[config.mk]
export PLATFORM = sky130hd
export DESIGN_NAME = capped_running_mean_cmn
export DESIGN_NICKNAME = d
export VERILOG_FILES = /design/src/sv/crmc_pkg.sv /design/src/sv/crmc_ram.sv /design/src/sv/crmc_cfg.sv /design/src/sv/crmc_div.sv /design/src/sv/capped_running_mean_cmn.sv
export SDC_FILE = /design/constraint.sdc
export NUM_CORES = 2
export LEC_CHECK = 0
export BUFFER_PORTS_ARGS = -buffer_cell sky130_fd_sc_hd__buf_2
export CAP_MARGIN = 10
export CORE_MARGIN = 8
export CORE_UTILIZATION = 55
export DETAILED_ROUTE_END_ITERATION = 10
export PLACE_DENSITY_LB_ADDON = 0.08
export SYNTH_ARGS = -nofsm -noshare
export SYNTH_HDL_FRONTEND = slang
export SYNTH_SLANG_ARGS = --single-unit
[constraint.sdc]
create_clock -name i_clk -period 10 [get_ports i_clk]
set_input_delay 1 -clock i_clk [delete_from_list [all_inputs] [get_ports i_clk]]
set_output_delay 1 -clock i_clk [all_outputs]
set_load 0.005 [all_outputs]
[src/sv/crmc_pkg.sv]
// ----------------------------------------------------------------------------
// crmc_pkg
// Shared constants and types for the capped running-mean normalizer.
// ----------------------------------------------------------------------------
package crmc_pkg;

    // feature vector length and mean memory address width
    localparam int DIM    = 64;
    localparam int DIM_AW = (DIM > 1) ? $clog2(DIM) : 1;

    localparam int MEAN_W = 24;   // Q8.16 mean
    localparam int CNT_W  = 16;   // frame count
    localparam int DEN_W  = CNT_W + 1;
    localparam int NUM_W  = 42;   // signed mean*n + x*256
    localparam int DVD_W  = 41;   // rounded dividend magnitude
    localparam int QUO_W  = 24;   // quotient magnitude, never above 2^23
    localparam int QCNT_W = $clog2(QUO_W);

    // APB register indexes
    localparam logic [1:0] REG_MAX_FRAMES   = 2'd0;
    localparam logic [1:0] REG_START_FRAMES = 2'd1;
    localparam logic [1:0] REG_KEEP_STATS   = 2'd2;

    localparam logic OP_FEED    = 1'b0;
    localparam logic OP_RESTART = 1'b1;

    typedef struct packed {
        logic [CNT_W-1:0] max_frames;
        logic [CNT_W-1:0] start_frames;
        logic             keep_stats;
    } t_cfg;

    typedef struct packed {
        logic busy;
        logic done;
    } t_div_stat;

    typedef enum logic [4:0] {
        S_IDLE  = 5'b00001,
        S_READ  = 5'b00010,
        S_START = 5'b00100,
        S_DIV   = 5'b01000,
        S_DONE  = 5'b10000
    } t_state;

endpackage

[src/sv/crmc_ram.sv]
// ----------------------------------------------------------------------------
// crmc_ram
// Generic single-write, single-read RAM with a registered read port.
// ----------------------------------------------------------------------------
module crmc_ram #(
    parameter int WIDTH = 8,
    parameter int DEPTH = 16,
    parameter int AW    = (DEPTH > 1) ? $clog2(DEPTH) : 1
) (
    input  logic             i_clk,
    input  logic             i_we,
    input  logic [AW-1:0]    i_waddr,
    input  logic [WIDTH-1:0] i_wdata,
    input  logic [AW-1:0]    i_raddr,
    output logic [WIDTH-1:0] o_rdata
);

    logic [WIDTH-1:0] r_mem [DEPTH];
    logic [WIDTH-1:0] r_rdata;

    always_ff @(posedge i_clk) begin
        if (i_we) begin
            r_mem[i_waddr] <= i_wdata;
        end
        r_rdata <= r_mem[i_raddr];
    end

    assign o_rdata = r_rdata;

endmodule

[src/sv/crmc_cfg.sv]
// ----------------------------------------------------------------------------
// crmc_cfg
// APB register file: max_frames, start_frames, keep_stats.
// ----------------------------------------------------------------------------
module crmc_cfg import crmc_pkg::*; (
    input  logic        i_clk,
    input  logic        i_rst_n,
    input  logic        psel,
    input  logic        penable,
    input  logic        pwrite,
    input  logic [3:0]  paddr,
    input  logic [31:0] pwdata,
    output logic [31:0] prdata,
    output logic        pready,
    output t_cfg        o_cfg
);

    t_cfg r_cfg;
    logic w_wr;

    assign pready = 1'b1;
    assign w_wr   = psel & penable & pwrite;

    always_ff @(posedge i_clk) begin
        if (!i_rst_n) begin
            r_cfg <= '0;
        end else if (w_wr) begin
            case (paddr[3:2])
                REG_MAX_FRAMES:   r_cfg.max_frames   <= pwdata[CNT_W-1:0];
                REG_START_FRAMES: r_cfg.start_frames <= pwdata[CNT_W-1:0];
                REG_KEEP_STATS:   r_cfg.keep_stats   <= pwdata[0];
                default: ;
            endcase
        end
    end

    always_comb begin
        case (paddr[3:2])
            REG_MAX_FRAMES:   prdata = {16'd0, r_cfg.max_frames};
            REG_START_FRAMES: prdata = {16'd0, r_cfg.start_frames};
            REG_KEEP_STATS:   prdata = {31'd0, r_cfg.keep_stats};
            default:          prdata = '0;
        endcase
    end

    assign o_cfg = r_cfg;

endmodule

[src/sv/crmc_div.sv]
// ----------------------------------------------------------------------------
// crmc_div
// Restoring divider, one quotient bit per cycle. The caller guarantees
// that the quotient fits in QUO_W bits.
// ----------------------------------------------------------------------------
module crmc_div import crmc_pkg::*; (
    input  logic             i_clk,
    input  logic             i_rst_n,
    input  logic             i_start,
    input  logic [DVD_W-1:0] i_dividend,
    input  logic [DEN_W-1:0] i_divisor,
    output t_div_stat        o_stat,
    output logic [QUO_W-1:0] o_quot
);

    logic              r_busy;
    logic              r_done;
    logic [QCNT_W-1:0] r_cnt;
    logic [DEN_W-1:0]  r_rem;
    logic [DEN_W-1:0]  r_den;
    logic [QUO_W-1:0]  r_lo;

    logic [DEN_W:0]    w_trial;
    logic              w_qbit;
    logic [DEN_W-1:0]  n_rem;

    always_comb begin
        w_trial = {r_rem, r_lo[QUO_W-1]};
        w_qbit  = (w_trial >= {1'b0, r_den});
        if (w_qbit) begin
            n_rem = DEN_W'(w_trial - {1'b0, r_den});
        end else begin
            n_rem = w_trial[DEN_W-1:0];
        end
    end

    always_ff @(posedge i_clk) begin
        if (!i_rst_n) begin
            r_busy <= 1'b0;
            r_done <= 1'b0;
            r_cnt  <= '0;
        end else begin
            r_done <= 1'b0;
            if (i_start) begin
                r_busy <= 1'b1;
                r_cnt  <= '0;
            end else if (r_busy) begin
                r_cnt <= r_cnt + 1'b1;
                if (r_cnt == QCNT_W'(QUO_W - 1)) begin
                    r_busy <= 1'b0;
                    r_done <= 1'b1;
                end
            end
        end
    end

    // datapath, no reset
    always_ff @(posedge i_clk) begin
        if (i_start) begin
            r_rem <= i_dividend[DVD_W-1:QUO_W];
            r_lo  <= i_dividend[QUO_W-1:0];
            r_den <= i_divisor;
        end else if (r_busy) begin
            r_rem <= n_rem;
            r_lo  <= {r_lo[QUO_W-2:0], w_qbit};
        end
    end

    assign o_stat.busy = r_busy;
    assign o_stat.done = r_done;
    assign o_quot      = r_lo;

endmodule

[src/sv/capped_running_mean_cmn.sv]
// ----------------------------------------------------------------------------
// capped_running_mean_cmn
// Per-coefficient running mean normalizer with capped averaging weight.
//
//   channel  direction  handshake                   payload
//   in       input      i_in_valid / o_in_stall     operation, index, value, last
//   out      output     o_out_valid / i_out_stall   normalized value, index, last
//   cfg      input      APB psel/penable/pwrite     max_frames, start_frames, keep
//
// After acceptance a feed goes through mean read, multiply, divider load,
// 24 divider steps, divider done and write back before the next input is
// taken; an out-of-range index skips the divider. A restart gives no result.
// Reset clears the per-entry valid bits at once; no clearing pass.
// The input stalls from acceptance of a feed until its write-back; a result
// held in the output register stalls the next write-back, and the input with it.
// ----------------------------------------------------------------------------
module capped_running_mean_cmn import crmc_pkg::*; (
    input  logic               i_clk,
    input  logic               i_rst_n,
    input  logic               i_in_valid,
    output logic               o_in_stall,
    input  logic               i_operation,
    input  logic [5:0]         i_coeff_index,
    input  logic signed [15:0] i_coeff_value,
    input  logic               i_last_of_frame,
    output logic               o_out_valid,
    input  logic               i_out_stall,
    output logic signed [15:0] o_normalized_value,
    output logic [5:0]         o_out_index,
    output logic               o_out_last,
    input  logic               psel,
    input  logic               penable,
    input  logic               pwrite,
    input  logic [3:0]         paddr,
    input  logic [31:0]        pwdata,
    output logic [31:0]        prdata,
    output logic               pready
);

    t_cfg      w_cfg;
    t_div_stat w_div;
    t_state    r_state;

    logic [DIM-1:0]     r_mean_vld;
    logic [CNT_W-1:0]   r_frame_count;
    logic               r_out_valid;
    logic signed [15:0] r_norm;
    logic [5:0]         r_out_index;
    logic               r_out_last;

    // item being worked on
    logic [5:0]         r_idx;
    logic signed [15:0] r_x;
    logic               r_last;
    logic               r_in_range;
    logic               r_vld;
    logic               r_apply;
    logic [CNT_W-1:0]   r_n;
    logic [CNT_W-1:0]   r_upcoming;
    logic signed [NUM_W-1:0]  r_num;
    logic signed [MEAN_W-1:0] r_mean;

    logic               w_accept;
    logic               w_in_range;
    logic [DIM_AW-1:0]  w_raddr;
    logic [DIM_AW-1:0]  w_addr;
    logic [MEAN_W-1:0]  w_rdata;
    logic               w_load;
    logic [CNT_W-1:0]   w_n;
    logic [CNT_W-1:0]   w_upcoming;

    logic signed [NUM_W-1:0]  w_m;
    logic signed [NUM_W-1:0]  w_n_s;
    logic signed [NUM_W-1:0]  w_num;
    logic [DVD_W-1:0]         w_num_mag;
    logic [DVD_W-1:0]         w_dividend;
    logic [DEN_W-1:0]         w_den;
    logic [QUO_W-1:0]         w_quot;
    logic signed [MEAN_W-1:0] w_mean;

    logic signed [25:0] w_diff;
    logic [25:0]        w_diff_mag;
    logic [17:0]        w_rnd;
    logic signed [18:0] w_res;
    logic signed [15:0] w_out;

    crmc_cfg u_cfg (
        .i_clk   (i_clk),
        .i_rst_n (i_rst_n),
        .psel    (psel),
        .penable (penable),
        .pwrite  (pwrite),
        .paddr   (paddr),
        .pwdata  (pwdata),
        .prdata  (prdata),
        .pready  (pready),
        .o_cfg   (w_cfg)
    );

    assign o_in_stall = (r_state != S_IDLE);
    assign w_accept   = i_in_valid & ~o_in_stall;
    assign w_in_range = (int'(i_coeff_index) < DIM);
    assign w_raddr    = DIM_AW'(i_coeff_index);
    assign w_addr     = DIM_AW'(r_idx);
    assign w_load     = (r_state == S_DONE) && (!r_out_valid || !i_out_stall);

    always_comb begin
        if (w_cfg.max_frames != '0 && r_frame_count > w_cfg.max_frames) begin
            w_n = w_cfg.max_frames;
        end else begin
            w_n = r_frame_count;
        end
        if (r_frame_count != {CNT_W{1'b1}}) begin
            w_upcoming = r_frame_count + 1'b1;
        end else begin
            w_upcoming = r_frame_count;
        end
    end

    crmc_ram #(
        .WIDTH (MEAN_W),
        .DEPTH (DIM)
    ) u_mean_ram (
        .i_clk   (i_clk),
        .i_we    (w_load & r_in_range),
        .i_waddr (w_addr),
        .i_wdata (r_mean),
        .i_raddr (w_raddr),
        .o_rdata (w_rdata)
    );

    // mean*n + x*256; an entry never written since clear reads as zero
    always_comb begin
        w_m   = r_vld ? NUM_W'(signed'(w_rdata)) : '0;
        w_n_s = NUM_W'(r_n);
        w_num = w_m * w_n_s + (NUM_W'(r_x) <<< 8);
    end

    // round to nearest, ties away from zero, on the magnitude
    always_comb begin
        w_num_mag  = r_num[NUM_W-1] ? DVD_W'(-r_num) : DVD_W'(r_num);
        w_den      = {1'b0, r_n} + DEN_W'(1);
        w_dividend = w_num_mag + DVD_W'(w_den >> 1);
    end

    crmc_div u_div (
        .i_clk      (i_clk),
        .i_rst_n    (i_rst_n),
        .i_start    (r_state == S_START),
        .i_dividend (w_dividend),
        .i_divisor  (w_den),
        .o_stat     (w_div),
        .o_quot     (w_quot)
    );

    assign w_mean = r_num[NUM_W-1] ? -MEAN_W'(w_quot) : MEAN_W'(w_quot);

    // x - mean back to Q8.8, rounded and saturated; x as it is while the mean is not applied
    always_comb begin
        w_diff     = (26'(r_x) <<< 8) - 26'(r_mean);
        w_diff_mag = w_diff[25] ? -w_diff : w_diff;
        w_rnd      = 18'((w_diff_mag + 26'd128) >> 8);
        w_res      = w_diff[25] ? -19'(w_rnd) : 19'(w_rnd);
        if (!r_apply) begin
            w_out = r_x;
        end else if (w_res > 19'sd32767) begin
            w_out = 16'sh7FFF;
        end else if (w_res < -19'sd32768) begin
            w_out = 16'sh8000;
        end else begin
            w_out = 16'(w_res);
        end
    end

    always_ff @(posedge i_clk) begin
        if (!i_rst_n) begin
            r_state       <= S_IDLE;
            r_mean_vld    <= '0;
            r_frame_count <= '0;
            r_out_valid   <= 1'b0;
        end else begin
            if (w_load) begin
                r_out_valid <= 1'b1;
            end else if (!i_out_stall) begin
                r_out_valid <= 1'b0;
            end
            case (r_state)
                S_IDLE: begin
                    if (w_accept) begin
                        if (i_operation == OP_RESTART) begin
                            if (!w_cfg.keep_stats) begin
                                r_mean_vld    <= '0;
                                r_frame_count <= '0;
                            end
                        end else begin
                            r_state <= S_READ;
                        end
                    end
                end
                S_READ: begin
                    r_state <= r_in_range ? S_START : S_DONE;
                end
                S_START: begin
                    r_state <= S_DIV;
                end
                S_DIV: begin
                    if (w_div.done) begin
                        r_state <= S_DONE;
                    end
                end
                S_DONE: begin
                    if (w_load) begin
                        r_state <= S_IDLE;
                        if (r_in_range) begin
                            r_mean_vld[w_addr] <= 1'b1;
                        end
                        if (r_last) begin
                            r_frame_count <= r_upcoming;
                        end
                    end
                end
                default: begin
                    r_state <= S_IDLE;
                end
            endcase
        end
    end

    // datapath registers, no reset
    always_ff @(posedge i_clk) begin
        if (w_accept) begin
            r_idx      <= i_coeff_index;
            r_x        <= i_coeff_value;
            r_last     <= i_last_of_frame;
            r_in_range <= w_in_range;
            r_vld      <= w_in_range & r_mean_vld[w_raddr];
            r_n        <= w_n;
            r_upcoming <= w_upcoming;
            r_apply    <= (w_upcoming >= w_cfg.start_frames);
        end
        if (r_state == S_READ) begin
            r_num <= w_num;
            if (!r_in_range) begin
                r_mean <= '0;
            end
        end
        if (r_state == S_DIV && w_div.done) begin
            r_mean <= w_mean;
        end
        if (w_load) begin
            r_norm      <= w_out;
            r_out_index <= r_idx;
            r_out_last  <= r_last;
        end
    end

    assign o_out_valid        = r_out_valid;
    assign o_normalized_value = r_norm;
    assign o_out_index        = r_out_index;
    assign o_out_last         = r_out_last;

`ifndef SYNTHESIS
    // a new result only ever comes out of the write-back step
    a_out_from_done: assert property (@(posedge i_clk) disable iff (!i_rst_n)
        $rose(o_out_valid) |-> $past(r_state == S_DONE))
        else $error("result raised outside write-back");

    // the divider runs only while the sequencer waits on it
    a_div_busy: assert property (@(posedge i_clk) disable iff (!i_rst_n)
        w_div.busy |-> (r_state == S_DIV))
        else $error("divider busy outside divide step");

    // the frame count drops only through a restart
    a_count_drop: assert property (@(posedge i_clk) disable iff (!i_rst_n)
        (r_frame_count < $past(r_frame_count)) |->
            $past(w_accept && i_operation == OP_RESTART && !w_cfg.keep_stats))
        else $error("frame count dropped without restart");
`endif

endmodule

== Yosys cells after proc, flatten, opt, wreduce, memory -nomap -nowiden ==
Memories as Yosys holds them, arrays and structs flattened. A register that Yosys moved wholly into a read port is not among the register bits.
Cells that the tools add are included.
Word-level totals
  input port bits: 67
  logic and storage cells: 138
  output and inout bits: 58
  memories: 1
  memory bits (writable): 1536
  flip-flop bits (word level): 330
Operators by class
  equality and inequality tests: 18
  bitwise operators: 7
  add/sub/neg operators: 12
  multipliers: 1
  multiplexer cells: 45
  magnitude comparators: 8
  reductions and logical operators: 21
Memories
  u_mean_ram.r_mem: words 64, width 24, rd ports 1, clocked after memory_dff 1, wr ports 1, line crmc_ram.sv:18  | logic [WIDTH-1:0] r_mem [DEPTH];
Operators with widths (number)
  $mux W64: 4
  $mux W16: 10
  $pmux W64 S2: 1
  $mux W24: 4
  $or A64 B64 Y64: 1
  $mux W17: 3
  $pmux W16 S3: 1
  $add A42 B24 Y42: 1
  $mul A42 B17 Y42: 1
  $mux W42: 1
  $add A41 B16 Y41: 1
  $mux W41: 1
  $neg A41 Y41: 1
  $pmux W16 S2: 1
  $add A26 B8 Y26 const B: 1
  $mux W26: 1
  $neg A25 Y26: 1
  $pmux W5 S5: 1
  $sub A24 B24 Y25: 1
  $neg A24 Y24: 1
  $mux W5: 4
  $gt A19 B16 Y1 const B: 1
  $lt A19 B16 Y1 const B: 1
  $mux W19: 1
  other kinds (38): 68

== Depth between registers and ports, before layout ==
  depth in word-level cells: 10
  gate-level depth with buffers: 31
  mapped depth without buffers: 29

== Modules after synthesis ==
From an unflattened synthesis, not the netlist that was laid out.
Second synthesis, totals
  cells, all modules: 6327
  area, all modules: 94476.9 sq um
By module, submodules not included
  crmc_ram: area an instance 59295.6 sq um, sequential area each 46604.7 sq um, times used 1, cells each 2610
  capped_running_mean_cmn: area an instance 29812.3 sq um, sequential area each 6105.9 sq um, times used 1, cells each 3213
  crmc_div: area an instance 3711.1 sq um, sequential area each 1881.8 sq um, times used 1, cells each 321
  crmc_cfg: area an instance 1657.8 sq um, sequential area each 660.6 sq um, times used 1, cells each 183

== Worst setup path after synthesis ==
Ideal clock, no wire load.
  path kind: reg-to-reg
  start point: reg r_mean[17]
  end point: reg r_norm[10] (netlist: o_normalized_value[10]), data pin
  data arrival time: 6.839 ns
  path buffers: 6
  setup slack: 2.881 ns
  library setup time: 0.280 ns
  cell stages (with the launch flop): 28
  clock period less this slack: 7.119 ns
  cells stage by stage: edfxtp_1 inv_1 ha_1 clkbuf_1 and3_1 nor3b_1 o311a_1 or3_1 clkbuf_1 clkbuf_1 clkbuf_1 clkbuf_1 o21ai_0 and2_1 ha_1 inv_1 nand3_1 a21boi_0 o311a_1 a21boi_0 o21ai_0 a311oi_4 o2111ai_2 o21a_1 o32a_4 a211oi_4 buf_6 a221oi_2
Between the ends
  longest elaborated chain between the ends: 10
RTL lines
  from (decl): line capped_running_mean_cmn.sv:61  | logic signed [MEAN_W-1:0] r_mean;
  from (signal assigned): line capped_running_mean_cmn.sv:248  | r_mean <= w_mean;
  $sub A24 B24 Y25 *: line capped_running_mean_cmn.sv:160  | w_diff = (26'(r_x) <<< 8) - 26'(r_mean);
  $neg A25 Y26: line capped_running_mean_cmn.sv:161  | w_diff_mag = w_diff[25] ? -w_diff : w_diff;
  $mux W26: line capped_running_mean_cmn.sv:161
  $add A26 B8 Y26: line capped_running_mean_cmn.sv:162  | w_rnd = 18'((w_diff_mag + 26'd128) >> 8);
  $neg A18 Y19: line capped_running_mean_cmn.sv:163  | w_res = w_diff[25] ? -19'(w_rnd) : 19'(w_rnd);
  $mux W19 *: line capped_running_mean_cmn.sv:163
  $lt A19 B16 Y1: line capped_running_mean_cmn.sv:168  | end else if (w_res < -19'sd32768) begin
  $mux W16: line capped_running_mean_cmn.sv:168
  $mux W16 *: line capped_running_mean_cmn.sv:166  | end else if (w_res > 19'sd32767) begin
  $mux W16 *: line capped_running_mean_cmn.sv:164  | if (!r_apply) begin
  named net w_out[10]: line capped_running_mean_cmn.sv:85  | logic signed [15:0] w_out;
  to (signal assigned): line capped_running_mean_cmn.sv:251  | r_norm <= w_out;
  to (decl): line capped_running_mean_cmn.sv:47  | logic signed [15:0] r_norm;
The timed path passes the listed nets; every way through them passes the cells marked *.
A chain may end at the register's enable or synchronous reset.

== Final worst setup path ==
  start point: reg r_vld
  end point: reg r_num[41], data pin
Between the ends
  longest elaborated chain between the ends: 3
RTL lines
  from (decl): line capped_running_mean_cmn.sv:56  | logic r_vld;
  from (signal assigned): line capped_running_mean_cmn.sv:236  | r_vld <= w_in_range & r_mean_vld[w_raddr];
  $mux W42: line capped_running_mean_cmn.sv:134  | w_m = r_vld ? NUM_W'(signed'(w_rdata)) : '0;
  $mul A42 B17 Y42: line capped_running_mean_cmn.sv:136  | w_num = w_m * w_n_s + (NUM_W'(r_x) <<< 8);
  $add A42 B24 Y42: line capped_running_mean_cmn.sv:136
  named net w_num[41]: line capped_running_mean_cmn.sv:74  | logic signed [NUM_W-1:0] w_num;
  to (signal assigned): line capped_running_mean_cmn.sv:242  | r_num <= w_num;
  to (decl): line capped_running_mean_cmn.sv:60  | logic signed [NUM_W-1:0] r_num;
The timed path passes the listed nets, and every way through them passes these cells.

==> results.yml <==
status:
  outcome: "finished, final reports clean"
critical_path:
  crit_required_ns: 10.58
  worst_setup_path_start_kind: "register"
  cp.arrival_ns: 8.72
  crit_fanout: 192
  criticalPathCategory: "reg2reg"
  cp-end-kind: "register"
power_and_ir_drop:
  power_density_nw_per_um2: 330
  ir_worst_vdd_uv: 685
  cellLeakagePower_nw: 36.2
route:
  initialDrtViolationCount: 5155
  routed_via_density: 6.12
  ant_nets: 0
  drc: 0
  detailedRoute.firstPassIterationCount: 6
  drt_wl_total_um: 238000
  wl_per_cell_um: 27.9
  num_vias: 52200
placed_design:
  io_buffers: 89
  dp_cells: 8171
  gp_congestion: 0.889
  pre_cts_slack_ns: 1.92
  dp_hpwl_um: 151000
synthesis:
  synth_top_area_frac: 0.558
  async_reset_ff_frac: 0
  ys_warn_count: 0
  netlist-cell-type-count: 97
  syn_area_sq_um: 93700
  synthCells: 6058
  ys_seq_area_frac: 0.590
  synthTopCellsByArea: "edfxtp_1, mux4_2, fa_1"
  synth_enable_flop_cells: 1740
  synth-main-ff-cell: "edfxtp_1"
  synth_top_area_cell: "edfxtp_1"
  avgSynthCellArea_sq_um: 15.5
  ys_ff_latch: 1890
floorplan:
  die_w_um: 429
  die_h_um: 429
  start_util: 0.554
  core_area_sq_um: 169000
  io_pins: 125
  die_area_sq_um: 184000
  rows: 151
clock_tree:
  htreeDepth: 4
  cts.sinks: 1890
  insertion_delay_ns: 0.84
  cts_max_path_buffers: 3
  root_buffer: "clkbuf_16"
  numCtsBuffers: 187
  hold_buffers: 0
  cts_tree: "done"
  clkSlewWorstSetupHoldPaths_ns: 0.06
  post-cts-setup-buffers: 0
  post_cts_resized: 0
timing:
  slew_headroom: 0.203
  final.setup.tns_ns: 0
  clock_skew_ns: 0.0250
  worst_pin_slew_ns: 1.19
  layout_setup_ws_ns: 1.86
  final_hold_viol_count: 0
  timing.fmax_ghz: 0.123
  rsz0062_at_grt: "no"
  slew_violations: 0
  finalSetupViolCount: 0
  fin_crit_sh: 0.814
  whs_ns: 0.342
  fin_crit_ns: 8.14
layout:
  post-route-util: 0.608
  final_cell_mix: "edfxtp_1, inv_1, mux4_2, nand2_1, fa_1"
  stdcell_count: 8525
  fin_nets: 6808
  drive_above_1_share: 0.177
  final_common_cell: "edfxtp_1"
  syn_to_final_growth_pct: 9.81
global_route:
  grt_pass1_wl_um: 351000
  grt_max_degree: 193
  grt_pass1_vias: 53300
  antenna_found_initial: 6
  grtUsageTotal: 0.257
  grt_overflow: 0
flow_run:
  maxCapViolations: 0
min_path:
  hold_path_class: "in2reg"
[per-layer routing]
metal	up-vias	global-route usage	part of all wire	routed length (um)
li1	22700	-	-	-
met1	27300	0.342	0.40	95500
met2	1725	0.439	0.50	120000
met3	366	0.0385	0.061	14600
met4	2	0.0811	0.032	7650
met5	-	0	0.000055	13
[cell families after synthesis]
logic type	after synthesis	synth area share
adder cells (fa/ha/maj)	597	0.112
AND/OR/NAND/NOR	1300	0.0674
other	2	0.0000801
XOR/XNOR	214	0.0202
AO/OA/AOI/OAI	592	0.0422
buffers and inverters	879	0.0361
multiplexers	584	0.133
flip-flops	1890	0.590
[worst max-delay path: stages (launching register included)]
cell and delay, ns:
edfxtp_1 0.37, buf_12 0.34, and2_1 0.63, nand2_1 0.20
fa_1 0.57, inv_1 0.06, fa_1 0.53, inv_1 0.07
fa_1 0.48, fa_1 0.55, inv_1 0.05, fa_1 0.47
fa_1 0.50, ha_1 0.34, a21oi_1 0.10, o21bai_1 0.14
a21oi_1 0.16, o21ai_0 0.32, nand2_1 0.15, o311ai_0 0.59
nand3_1 0.23, a31oi_1 0.32, o211ai_1 0.17, a21oi_1 0.22
xnor2_1 0.08
[registers in the layout (all words and copies together) (netlist names), 5 cells and up]
| name | count |
|---|---|
| r_n | 16 |
| u_div.r_den | 17 |
| u_div.o_quot | 24 |
| o_normalized_value | 16 |
| u_cfg.o_cfg | 33 |
| u_mean_ram.o_rdata | 24 |
| r_num | 42 |
| u_div.r_rem | 17 |
| r_idx | 6 |
| r_upcoming | 16 |
| r_mean | 24 |
| r_x | 16 |
| u_mean_ram.r_mem | 1536 |
| o_out_index | 6 |
| r_mean_vld | 64 |
| r_state | 5 |
| r_frame_count | 16 |
| u_div.r_cnt | 5 |
[worst paths after layout]
path                                        from        endpoint  slack, ns  cells after the start
worst max register to register             r_vld       r_num[41]       1.86                     24
worst min-delay path            i_coeff_value[8]          r_x[8]       0.34                      1
worst min register to register    r_mean_vld[26]  r_mean_vld[26]       0.46                      2
worst max-delay path                       r_vld       r_num[41]       1.86                     24
[power by group]
| part | internal (mW) | leakage, nW | total, mW | switching [mW] |
|---|---|---|---|---|
| clock network | 3.73 | 2.83 | 6.71 | 2.98 |
| registers | 9.56 | 16.9 | 9.89 | 0.336 |
| logic | 7.22 | 16.5 | 17.4 | 10.2 |
| total | 20.5 | 36.2 | 34.0 | 13.5 |
[stage by stage]
step	power [mW]	instance area [sq um]
2_1_floorplan	23.0	93800
3_3_place_gp	27.2	97000
3_5_place_dp	27.4	97000
4_1_cts	34.1	103000
5_1_grt	36.6	103000
6_report	34.0	103000
[layout make-up]
| cell class | count | area [sq um] |
|---|---|---|
| inverters | 568 | 2130 |
| fillers | 12500 | 66400 |
| repair buffers | 193 | 1360 |
| flip-flops and latches | 1890 | 55300 |
| multi-input cells | 3304 | 35500 |
| diodes | 11 | 27.5 |
| clock buffers | 239 | 5020 |
| clock inverters | 102 | 788 |
| well taps | 2218 | 2780 |
[synth_stat cells, types with 6 or more instances]
library cell / n
nor3_1: 56
a31oi_1: 24
o31a_1: 10
a211oi_1: 9
buf_1: 50
o21bai_1: 16
nand2_1: 432
o2111ai_1: 6
ha_1: 198
nor2b_1: 43
xor2_1: 61
a21oi_1: 161
nor2_1: 308
nand2b_1: 25
edfxtp_1: 1740
xnor2_1: 151
mux2i_1: 42
or2_2: 14
a22oi_1: 19
o21a_1: 16
mux4_2: 525
clkbuf_1: 238
dfxtp_1: 150
or3_1: 32
o21ai_0: 118
nand3b_1: 7
nor3b_1: 10
and2_1: 33
or4_1: 10
fa_1: 399
a21o_1: 36
o211ai_1: 18
o31ai_1: 23
buf_4: 18
a221oi_2: 9
inv_1: 566
nand4_1: 33
o41ai_1: 11
o21ai_1: 7
mux2_2: 17
a21boi_0: 52
and3_1: 188
nor4_1: 21
nand3_1: 51
No activity file was read; power rests on OpenSTA's default activity.
